<file path="src/hdl/psc_pkg.sv">
// ----------------------------------------------------------------------------
// psc_pkg
// Shared widths, constants, register indexes and state codes for the
// potentiometer smoothing and calibration channel.
// ----------------------------------------------------------------------------
package psc_pkg;

    // Full scale of the converter and of the normalized output.
    localparam int RAW_MAX  = 4095;
    localparam int NORM_MAX = 1000;

    // Field widths.
    localparam int RAW_W  = 12;
    localparam int NORM_W = 10;
    localparam int DB_W   = 10;

    // Scaling dividend: offset * NORM_MAX + span / 2.
    localparam int PROD_W = $clog2(RAW_MAX * NORM_MAX + RAW_MAX / 2 + 1);
    // Quotient never exceeds NORM_MAX, so one spare bit covers it.
    localparam int QUO_W  = $clog2(NORM_MAX + 1) + 1;
    localparam int CNT_W  = $clog2(QUO_W);

    // Smoothing divisor is 8, a right shift by three.
    localparam int SMOOTH_SHIFT = 3;

    // Configuration port.
    localparam int ADDR_W = 4;
    localparam int DATA_W = 32;

    typedef logic [1:0] reg_idx_t;
    localparam reg_idx_t REG_RAW_MIN  = 2'd0;
    localparam reg_idx_t REG_RAW_MAX  = 2'd1;
    localparam reg_idx_t REG_INVERT   = 2'd2;
    localparam reg_idx_t REG_DEADBAND = 2'd3;

    typedef enum logic [2:0] {
        ST_IDLE,
        ST_FILT,
        ST_MULT,
        ST_DIV,
        ST_DONE
    } state_t;

endpackage

</file>
<file path="src/hdl/pot_smooth_calibrate.sv">
// ----------------------------------------------------------------------------
// pot_smooth_calibrate
// One potentiometer channel: exponential smoothing, calibration, scaling,
// optional inversion and a deadband on the held output.
// ----------------------------------------------------------------------------
// Usage:
// Raw converter readings enter on the s_ channel (s_valid, s_ready,
// s_raw_sample), one item per reading. Each accepted item yields exactly one
// result item on the m_ channel: the held normalized level, the filtered raw
// level and a calibration error flag.
// The first reading after reset or after any register write loads the filter
// directly; later readings move it by one eighth of the difference, at least
// one count. The filtered level is clamped to [raw_min, raw_max] and scaled
// with rounding to 0..NORM_MAX by a restoring divider that produces one
// quotient bit per cycle.
// Processing: an item is accepted in the idle state, then passes through the
// filter, the scaling multiply, the divider and the finish step; the result
// is registered, and the next item is taken only after the finish step has
// returned to idle. With a bad calibration (raw_max not above raw_min) the
// divider is skipped.
// The result sits in an output register; if the receiver stalls, the finish
// step waits until that register is free, and no new item is accepted
// meanwhile. Reset restores the register defaults and clears the filter,
// the held output and the primed flag; a register write clears the same
// state. The APB port has pready tied high and registers at 4*index.
// ----------------------------------------------------------------------------
module pot_smooth_calibrate (
    input  logic                          aclk,
    input  logic                          aresetn,
    // Configuration port
    input  logic                          psel,
    input  logic                          penable,
    input  logic                          pwrite,
    input  logic [psc_pkg::ADDR_W-1:0]    paddr,
    input  logic [psc_pkg::DATA_W-1:0]    pwdata,
    output logic [psc_pkg::DATA_W-1:0]    prdata,
    output logic                          pready,
    // Sample input
    input  logic                          s_valid,
    output logic                          s_ready,
    input  logic [psc_pkg::RAW_W-1:0]     s_raw_sample,
    // Result output
    output logic                          m_valid,
    input  logic                          m_ready,
    output logic [psc_pkg::NORM_W-1:0]    m_level_out,
    output logic [psc_pkg::RAW_W-1:0]     m_smoothed_raw,
    output logic                          m_config_error
);
    import psc_pkg::*;

    // Configuration registers.
    logic [RAW_W-1:0]  raw_min_reg;
    logic [RAW_W-1:0]  raw_max_reg;
    logic              invert_reg;
    logic [DB_W-1:0]   deadband_reg;

    // Channel state.
    state_t            state_reg, state_next;
    logic [RAW_W-1:0]  sample_reg, sample_next;
    logic [RAW_W-1:0]  filt_reg, filt_next;
    logic [NORM_W-1:0] held_reg, held_next;
    logic              primed_reg, primed_next;
    logic              first_reg, first_next;
    logic              bad_reg, bad_next;

    // Divider datapath.
    logic [RAW_W-1:0]  span_reg, span_next;
    logic [RAW_W-1:0]  rem_reg, rem_next;
    logic [QUO_W-1:0]  shift_reg, shift_next;
    logic [QUO_W-1:0]  quo_reg, quo_next;
    logic [CNT_W-1:0]  cnt_reg, cnt_next;

    // Output register.
    logic              m_valid_reg, m_valid_next;
    logic [NORM_W-1:0] m_level_out_reg, m_level_out_next;
    logic [RAW_W-1:0]  m_smoothed_raw_reg, m_smoothed_raw_next;
    logic              m_config_error_reg, m_config_error_next;

    // Combinational helpers.
    logic              cfg_wr;
    logic [RAW_W-1:0]  hi_cal;
    logic [RAW_W-1:0]  raw_sat;
    logic [RAW_W-1:0]  diff;
    logic [RAW_W-1:0]  step;
    logic [RAW_W-1:0]  clamped;
    logic [PROD_W-1:0] dividend;
    logic [RAW_W:0]    trial;
    logic              trial_ge;
    logic [NORM_W-1:0] scaled;
    logic [NORM_W-1:0] cand;
    logic [NORM_W-1:0] change;
    logic              out_free;

    assign pready  = 1'b1;
    assign cfg_wr  = psel && penable && pwrite;
    assign s_ready = (state_reg == ST_IDLE);

    assign m_valid        = m_valid_reg;
    assign m_level_out    = m_level_out_reg;
    assign m_smoothed_raw = m_smoothed_raw_reg;
    assign m_config_error = m_config_error_reg;

    // Register readback.
    always_comb begin
        prdata = '0;
        unique case (reg_idx_t'(paddr[3:2]))
            REG_RAW_MIN:  prdata = DATA_W'(raw_min_reg);
            REG_RAW_MAX:  prdata = DATA_W'(raw_max_reg);
            REG_INVERT:   prdata = DATA_W'(invert_reg);
            REG_DEADBAND: prdata = DATA_W'(deadband_reg);
            default:      prdata = '0;
        endcase
    end

    // Calibrated top of range, limited to converter full scale.
    assign hi_cal  = (32'(raw_max_reg) > RAW_MAX) ? RAW_W'(RAW_MAX) : raw_max_reg;
    assign raw_sat = (32'(sample_reg) > RAW_MAX) ? RAW_W'(RAW_MAX) : sample_reg;

    // Smoothing step: magnitude of the difference over eight, at least one.
    always_comb begin
        diff = (raw_sat > filt_reg) ? (raw_sat - filt_reg) : (filt_reg - raw_sat);
        step = diff >> SMOOTH_SHIFT;
        if (step == '0) begin
            step = RAW_W'(1);
        end
    end

    // Clamp into the calibrated range and form the rounding dividend.
    always_comb begin
        if (filt_reg < raw_min_reg) begin
            clamped = raw_min_reg;
        end else if (filt_reg > hi_cal) begin
            clamped = hi_cal;
        end else begin
            clamped = filt_reg;
        end
        dividend = PROD_W'(clamped - raw_min_reg) * PROD_W'(NORM_MAX)
                 + PROD_W'((hi_cal - raw_min_reg) >> 1);
    end

    // One restoring division step per cycle.
    assign trial    = {rem_reg, shift_reg[QUO_W-1]};
    assign trial_ge = (trial >= {1'b0, span_reg});

    // Finish step: inversion and deadband against the held value.
    always_comb begin
        scaled = quo_reg[NORM_W-1:0];
        cand   = invert_reg ? (NORM_W'(NORM_MAX) - scaled) : scaled;
        change = (cand > held_reg) ? (cand - held_reg) : (held_reg - cand);
    end

    assign out_free = !m_valid_reg || m_ready;

    // Next state and datapath control.
    always_comb begin
        state_next          = state_reg;
        sample_next         = sample_reg;
        filt_next           = filt_reg;
        held_next           = held_reg;
        primed_next         = primed_reg;
        first_next          = first_reg;
        bad_next            = bad_reg;
        span_next           = span_reg;
        rem_next            = rem_reg;
        shift_next          = shift_reg;
        quo_next            = quo_reg;
        cnt_next            = cnt_reg;
        m_valid_next        = m_valid_reg;
        m_level_out_next    = m_level_out_reg;
        m_smoothed_raw_next = m_smoothed_raw_reg;
        m_config_error_next = m_config_error_reg;

        if (m_valid_reg && m_ready) begin
            m_valid_next = 1'b0;
        end

        unique case (state_reg)
            ST_IDLE: begin
                if (s_valid) begin
                    sample_next = s_raw_sample;
                    state_next  = ST_FILT;
                end
            end
            ST_FILT: begin
                first_next  = !primed_reg;
                primed_next = 1'b1;
                if (!primed_reg) begin
                    filt_next = raw_sat;
                end else if (raw_sat > filt_reg) begin
                    filt_next = filt_reg + step;
                end else if (raw_sat < filt_reg) begin
                    filt_next = filt_reg - step;
                end
                bad_next   = (hi_cal <= raw_min_reg);
                state_next = ST_MULT;
            end
            ST_MULT: begin
                span_next  = hi_cal - raw_min_reg;
                rem_next   = RAW_W'(dividend[PROD_W-1:QUO_W]);
                shift_next = dividend[QUO_W-1:0];
                quo_next   = '0;
                cnt_next   = '0;
                state_next = bad_reg ? ST_DONE : ST_DIV;
            end
            ST_DIV: begin
                rem_next   = trial_ge ? RAW_W'(trial - {1'b0, span_reg}) : RAW_W'(trial);
                shift_next = {shift_reg[QUO_W-2:0], 1'b0};
                quo_next   = {quo_reg[QUO_W-2:0], trial_ge};
                cnt_next   = cnt_reg + CNT_W'(1);
                if (cnt_reg == CNT_W'(QUO_W - 1)) begin
                    state_next = ST_DONE;
                end
            end
            ST_DONE: begin
                if (out_free) begin
                    if (bad_reg) begin
                        held_next = '0;
                    end else if (first_reg || (change >= deadband_reg)) begin
                        held_next = cand;
                    end
                    m_valid_next        = 1'b1;
                    m_level_out_next    = bad_reg ? '0 :
                                          ((first_reg || (change >= deadband_reg)) ?
                                           cand : held_reg);
                    m_smoothed_raw_next = filt_reg;
                    m_config_error_next = bad_reg;
                    state_next          = ST_IDLE;
                end
            end
            default: begin
                state_next = ST_IDLE;
            end
        endcase

        // Register write clears state; user must write in idle, not enforced.
        if (cfg_wr) begin
            filt_next   = '0;
            held_next   = '0;
            primed_next = 1'b0;
        end
    end

    // State registers.
    always_ff @(posedge aclk) begin
        if (!aresetn) begin
            state_reg    <= ST_IDLE;
            filt_reg     <= '0;
            held_reg     <= '0;
            primed_reg   <= 1'b0;
            m_valid_reg  <= 1'b0;
            raw_min_reg  <= '0;
            raw_max_reg  <= RAW_W'(RAW_MAX);
            invert_reg   <= 1'b0;
            deadband_reg <= '0;
        end else begin
            state_reg   <= state_next;
            filt_reg    <= filt_next;
            held_reg    <= held_next;
            primed_reg  <= primed_next;
            m_valid_reg <= m_valid_next;
            if (cfg_wr) begin
                unique case (reg_idx_t'(paddr[3:2]))
                    REG_RAW_MIN:  raw_min_reg  <= pwdata[RAW_W-1:0];
                    REG_RAW_MAX:  raw_max_reg  <= pwdata[RAW_W-1:0];
                    REG_INVERT:   invert_reg   <= pwdata[0];
                    REG_DEADBAND: deadband_reg <= pwdata[DB_W-1:0];
                    default:      raw_min_reg  <= raw_min_reg;
                endcase
            end
        end
    end

    // Payload registers, no reset needed.
    always_ff @(posedge aclk) begin
        sample_reg         <= sample_next;
        first_reg          <= first_next;
        bad_reg            <= bad_next;
        span_reg           <= span_next;
        rem_reg            <= rem_next;
        shift_reg          <= shift_next;
        quo_reg            <= quo_next;
        cnt_reg            <= cnt_next;
        m_level_out_reg    <= m_level_out_next;
        m_smoothed_raw_reg <= m_smoothed_raw_next;
        m_config_error_reg <= m_config_error_next;
    end

    // A calibration error always reports a zero level.
    assert property (@(posedge aclk) disable iff (!aresetn)
        m_valid && m_config_error |-> m_level_out == '0)
        else $error("level_out not zero with config_error set");

    // A good calibration never scales past full scale.
    assert property (@(posedge aclk) disable iff (!aresetn)
        m_valid && !m_config_error |-> 32'(m_level_out) <= NORM_MAX)
        else $error("level_out above NORM_MAX");

    // The partial remainder stays below the divisor throughout the division.
    assert property (@(posedge aclk) disable iff (!aresetn)
        state_reg == ST_DIV |-> rem_reg < span_reg)
        else $error("divider remainder not below span");

    // Only one item is in work at a time.
    assert property (@(posedge aclk) disable iff (!aresetn)
        s_valid && s_ready |=> !s_ready)
        else $error("input taken while an item is in work");

endmodule
</file>
<file path="config.mk">
export PLATFORM = sky130hd
export DESIGN_NAME = pot_smooth_calibrate
export DESIGN_NICKNAME = d
export VERILOG_FILES = /design/src/hdl/psc_pkg.sv /design/src/hdl/pot_smooth_calibrate.sv
export SDC_FILE = /design/constraint.sdc
export NUM_CORES = 1
export LEC_CHECK = 0
export BUFFER_PORTS_ARGS = -buffer_cell sky130_fd_sc_hd__buf_2
export CAP_MARGIN = 0
export CORE_AREA = 10 10 180 165
export DETAILED_ROUTE_END_ITERATION = 8
export DIE_AREA = 0 0 190 175
export GPL_TIMING_DRIVEN = 0
export PLACE_DENSITY_LB_ADDON = 0.12
export SLEW_MARGIN = 10
export SYNTH_ARGS = -nofsm -noshare
export SYNTH_HDL_FRONTEND = slang
export SYNTH_SLANG_ARGS = --single-unit
</file>
<file path="constraint.sdc">
create_clock -name aclk -period 15.6 [get_ports aclk]
set_input_delay 3.12 -clock aclk [delete_from_list [all_inputs] [get_ports aclk]]
set_output_delay 3.12 -clock aclk [all_outputs]
set_load 0.01 [all_outputs]
</file>
==> reports/qor.txt <==
HP Start = deadband_reg[2]
Top-Level Pins = 113
Die Footprint = 33300 µm²
top cells by area, synth = edfxtp_1, ha_1, dfxtp_1, fa_1, inv_1
GR peak layer = met2
Layout Area Growth over Synthesis = 10.3%
outcome = completed
antenna violation net count after detailed routing = 0
Residual DRC = 0
dpl hpwl = 27900 µm
Slew headroom = 20.9%
Yosys top cell area share = 18.3%
met3 Use GR = 3.03%
M2 GR Usage = 32.8%
number of hold violations in the final report = 0
syn_area_per_cell = 8.74 µm²
max-cap viol count = 0
met1 Use GR = 29.1%
Clock Latency Late Sink = 0.43 ns
CP most frequent cell = a21o_1
Initial Utilization = 54.4%
CP endpoint kind = flip-flop
unrepaired setup endpoints after global routing = false
Final Cell Area = 15500 µm²
Netlist cell types = 76
sequential area share after synthesis = 27.2%
CP max-delay cell = dfxtp_1
cts repair resizes = 0
Die X-Extent = 190 µm
WP data arrival = 10.47 ns
clock tree buffer depth = 2
sinks on the clock net = 148
Synth Cell Area = 14100 µm²
post-layout min period = 10.30 ns
RR Endpoint = rem_reg[9]
Reg2Reg Depth = 39
Slew @ Worst Pin = 1.18 ns
# hold bufs at CTS = 0
CTS tree = done
post-place setup slack = 5.47 ns
port bufs = 67
gpl congestion = 0.911
vias = 11.7k
Worst Hold Depth = 2
yosys warns = 0
initial antenna violation count = 0
leading area contributor after synthesis = edfxtp_1
largest net degree at the start of global routing = 31
total CTS buffers = 17
Final period util = 66.0%
Worst R2R Start = raw_min_reg[1]
slowest stage delay, CP = 0.56 ns
setup TNS = 0 ns
Clk Tree Root Cell = clkbuf_16
crit path max fanout = 10
kind of critical path = reg2reg
core footprint = 25900 µm²
Final Worst Setup Slack = 5.30 ns
global-route wire length before repair = 56500 µm
FILL cells = 2315
clock skew = 0.0135 ns
Final Net Count = 1997
FFs w/ async S/R, synth = 0%
Mapped Cells = 1611
CP required = 15.77 ns
Starting DRT DRC Count = 776
Routed WL per cell = 16.9 µm
Vias/cell = 5.62
# setup viols final = 0
total congestion overflow = 0
clk slew on worst S/H paths = 0.07 ns
hold endpoint = deadband_reg[2]
Slew Limit Fails = 0
overall routing resource usage = 20.7%
DRT Pass-1 Iters = 5
num rows = 56
Post-synth top flop = edfxtp_1
CP Launch Type = flip-flop
fraction of layout cells with a size suffix above 1 = 9.19%
Yosys reg bits = 148
total setup buffers inserted after CTS = 0
flop-to-flop setup slack = 5.30 ns
Total Wirelength = 35100 µm
placed cell area = 14900 µm²
FMAX = 0.0971 GHz
Die Y = 175 µm
Post-synth EDFFs = 86
vias in the first global route = 11.0k
minimum hold slack = 0.465 ns
Min-Delay Path Class = reg2reg
Max H-tree Level = 4
-- cell usage after synthesis, types with 26 or more instances --
cell      count
edfxtp_1     86
a21oi_1      86
nor3_1       30
o21ai_0      77
inv_1       198
a21boi_0     34
xor2_1       33
mux2i_1      42
ha_1        180
o211ai_1     28
fa_1         45
nor2_1      121
a21o_1       38
clkbuf_1     33
dfxtp_1      62
xnor2_1      69
a211oi_1     26
nand2_1     144
-- cells by family (layout without fill, tap and decap cells) --
| group | count (synthesis) | after routing | share of synthesized area [%] |
|---|---|---|---|
| AOI/OAI and AO/OA | 392 | 392 | 18.4 |
| xor gates and xnor gates | 103 | 103 | 6.46 |
| adders and majority gates | 225 | 225 | 22.4 |
| buffers and inverters | 264 | 364 | 7.88 |
| DFF | 148 | 148 | 27.2 |
| muxes | 48 | 48 | 3.55 |
| other | 2 | 22 | 0.0533 |
| and+or+nand+nor | 429 | 429 | 14.1 |
-- worst max-delay path by stage --
stage	startpoint	endpoint	slack [ns]
after floorplan	raw_min_reg[1]	rem_reg[10]	6.64
after detailed placement	raw_min_reg[1]	rem_reg[9]	5.47
after CTS	raw_min_reg[1]	rem_reg[9]	5.44
after global placement	raw_min_reg[1]	rem_reg[9]	5.59
final	raw_min_reg[1]	rem_reg[9]	5.30
after global routing	raw_min_reg[1]	rem_reg[10]	4.61
-- area by class of cell --
type                            instances  area (µm²)  share of cell area, %
Timing Repair Buffer                   68         355                   2.29
Clock inverter                         14         134                  0.862
Inverter                              199         752                   4.84
Antenna cell                            1        2.50                 0.0161
Multi-Input combinational cell       1218        9220                   59.4
Buffer                                 65         359                   2.31
Clock buffer                           18         439                   2.83
Sequential cell                       148        3820                   24.6
Tap cell                              348         435                   2.81
-- layout by cell type (no fill, tap or decap), types with 6 or more instances in the layout --
cell type / netlist / final
inv_1: 198 / 198
ha_1: 180 / 180
nand2_1: 144 / 144
nor2_1: 121 / 121
a21oi_1: 86 / 86
edfxtp_1: 86 / 86
o21ai_0: 77 / 77
buf_2: 3 / 70
xnor2_1: 69 / 69
dfxtp_1: 62 / 62
fa_1: 45 / 45
mux2i_1: 42 / 42
a21o_1: 38 / 38
a21boi_0: 34 / 34
xor2_1: 33 / 33
clkbuf_1: 33 / 32
nor3_1: 30 / 30
o211ai_1: 28 / 28
a211oi_1: 26 / 25
nor2b_1: 25 / 25
buf_4: 23 / 23
nand3_1: 22 / 22
conb_1: 2 / 21
o21a_1: 20 / 20
nand4_1: 17 / 17
clkbuf_16: 0 / 17
nand2b_1: 16 / 16
and3_1: 14 / 13
or3_1: 12 / 12
o22ai_1: 12 / 12
o2bb2ai_1: 9 / 9
o21ai_1: 8 / 8
and2_1: 8 / 8
o21bai_1: 8 / 8
a31oi_1: 6 / 6
-- through the flow --
stage	cells	util (%)
finish	2079	60.0
global route	2078	60.0
CTS	2078	60.0
detailed placement	2046	57.8
global placement	2045	57.7
floorplan	1630	-
-- metal layers --
| layer | wire (µm) | up-vias | share of wire [%] |
|---|---|---|---|
| li1 | - | 5795 | - |
| met1 | 16800 | 5561 | 48 |
| met2 | 15700 | 293 | 45 |
| met3 | 2010 | 36 | 5.7 |
| met4 | 542 | 0 | 1.5 |
| met5 | 0 | - | 0 |
-- critical path: cells and delay by family, from the launching register on --
family                     cells  cell delay [ns]
AOI/OAI and AO/OA             21             3.96
adders and majority gates      8             3.32
xor gates and xnor gates       3             0.84
buffers and inverters          4             0.68
and+or+nand+nor                3             0.64
DFF                            1             0.56
Power is left out: the tool's default activity adds up to more than one toggle a clock period on the data nets, which glitch-free logic cannot reach.
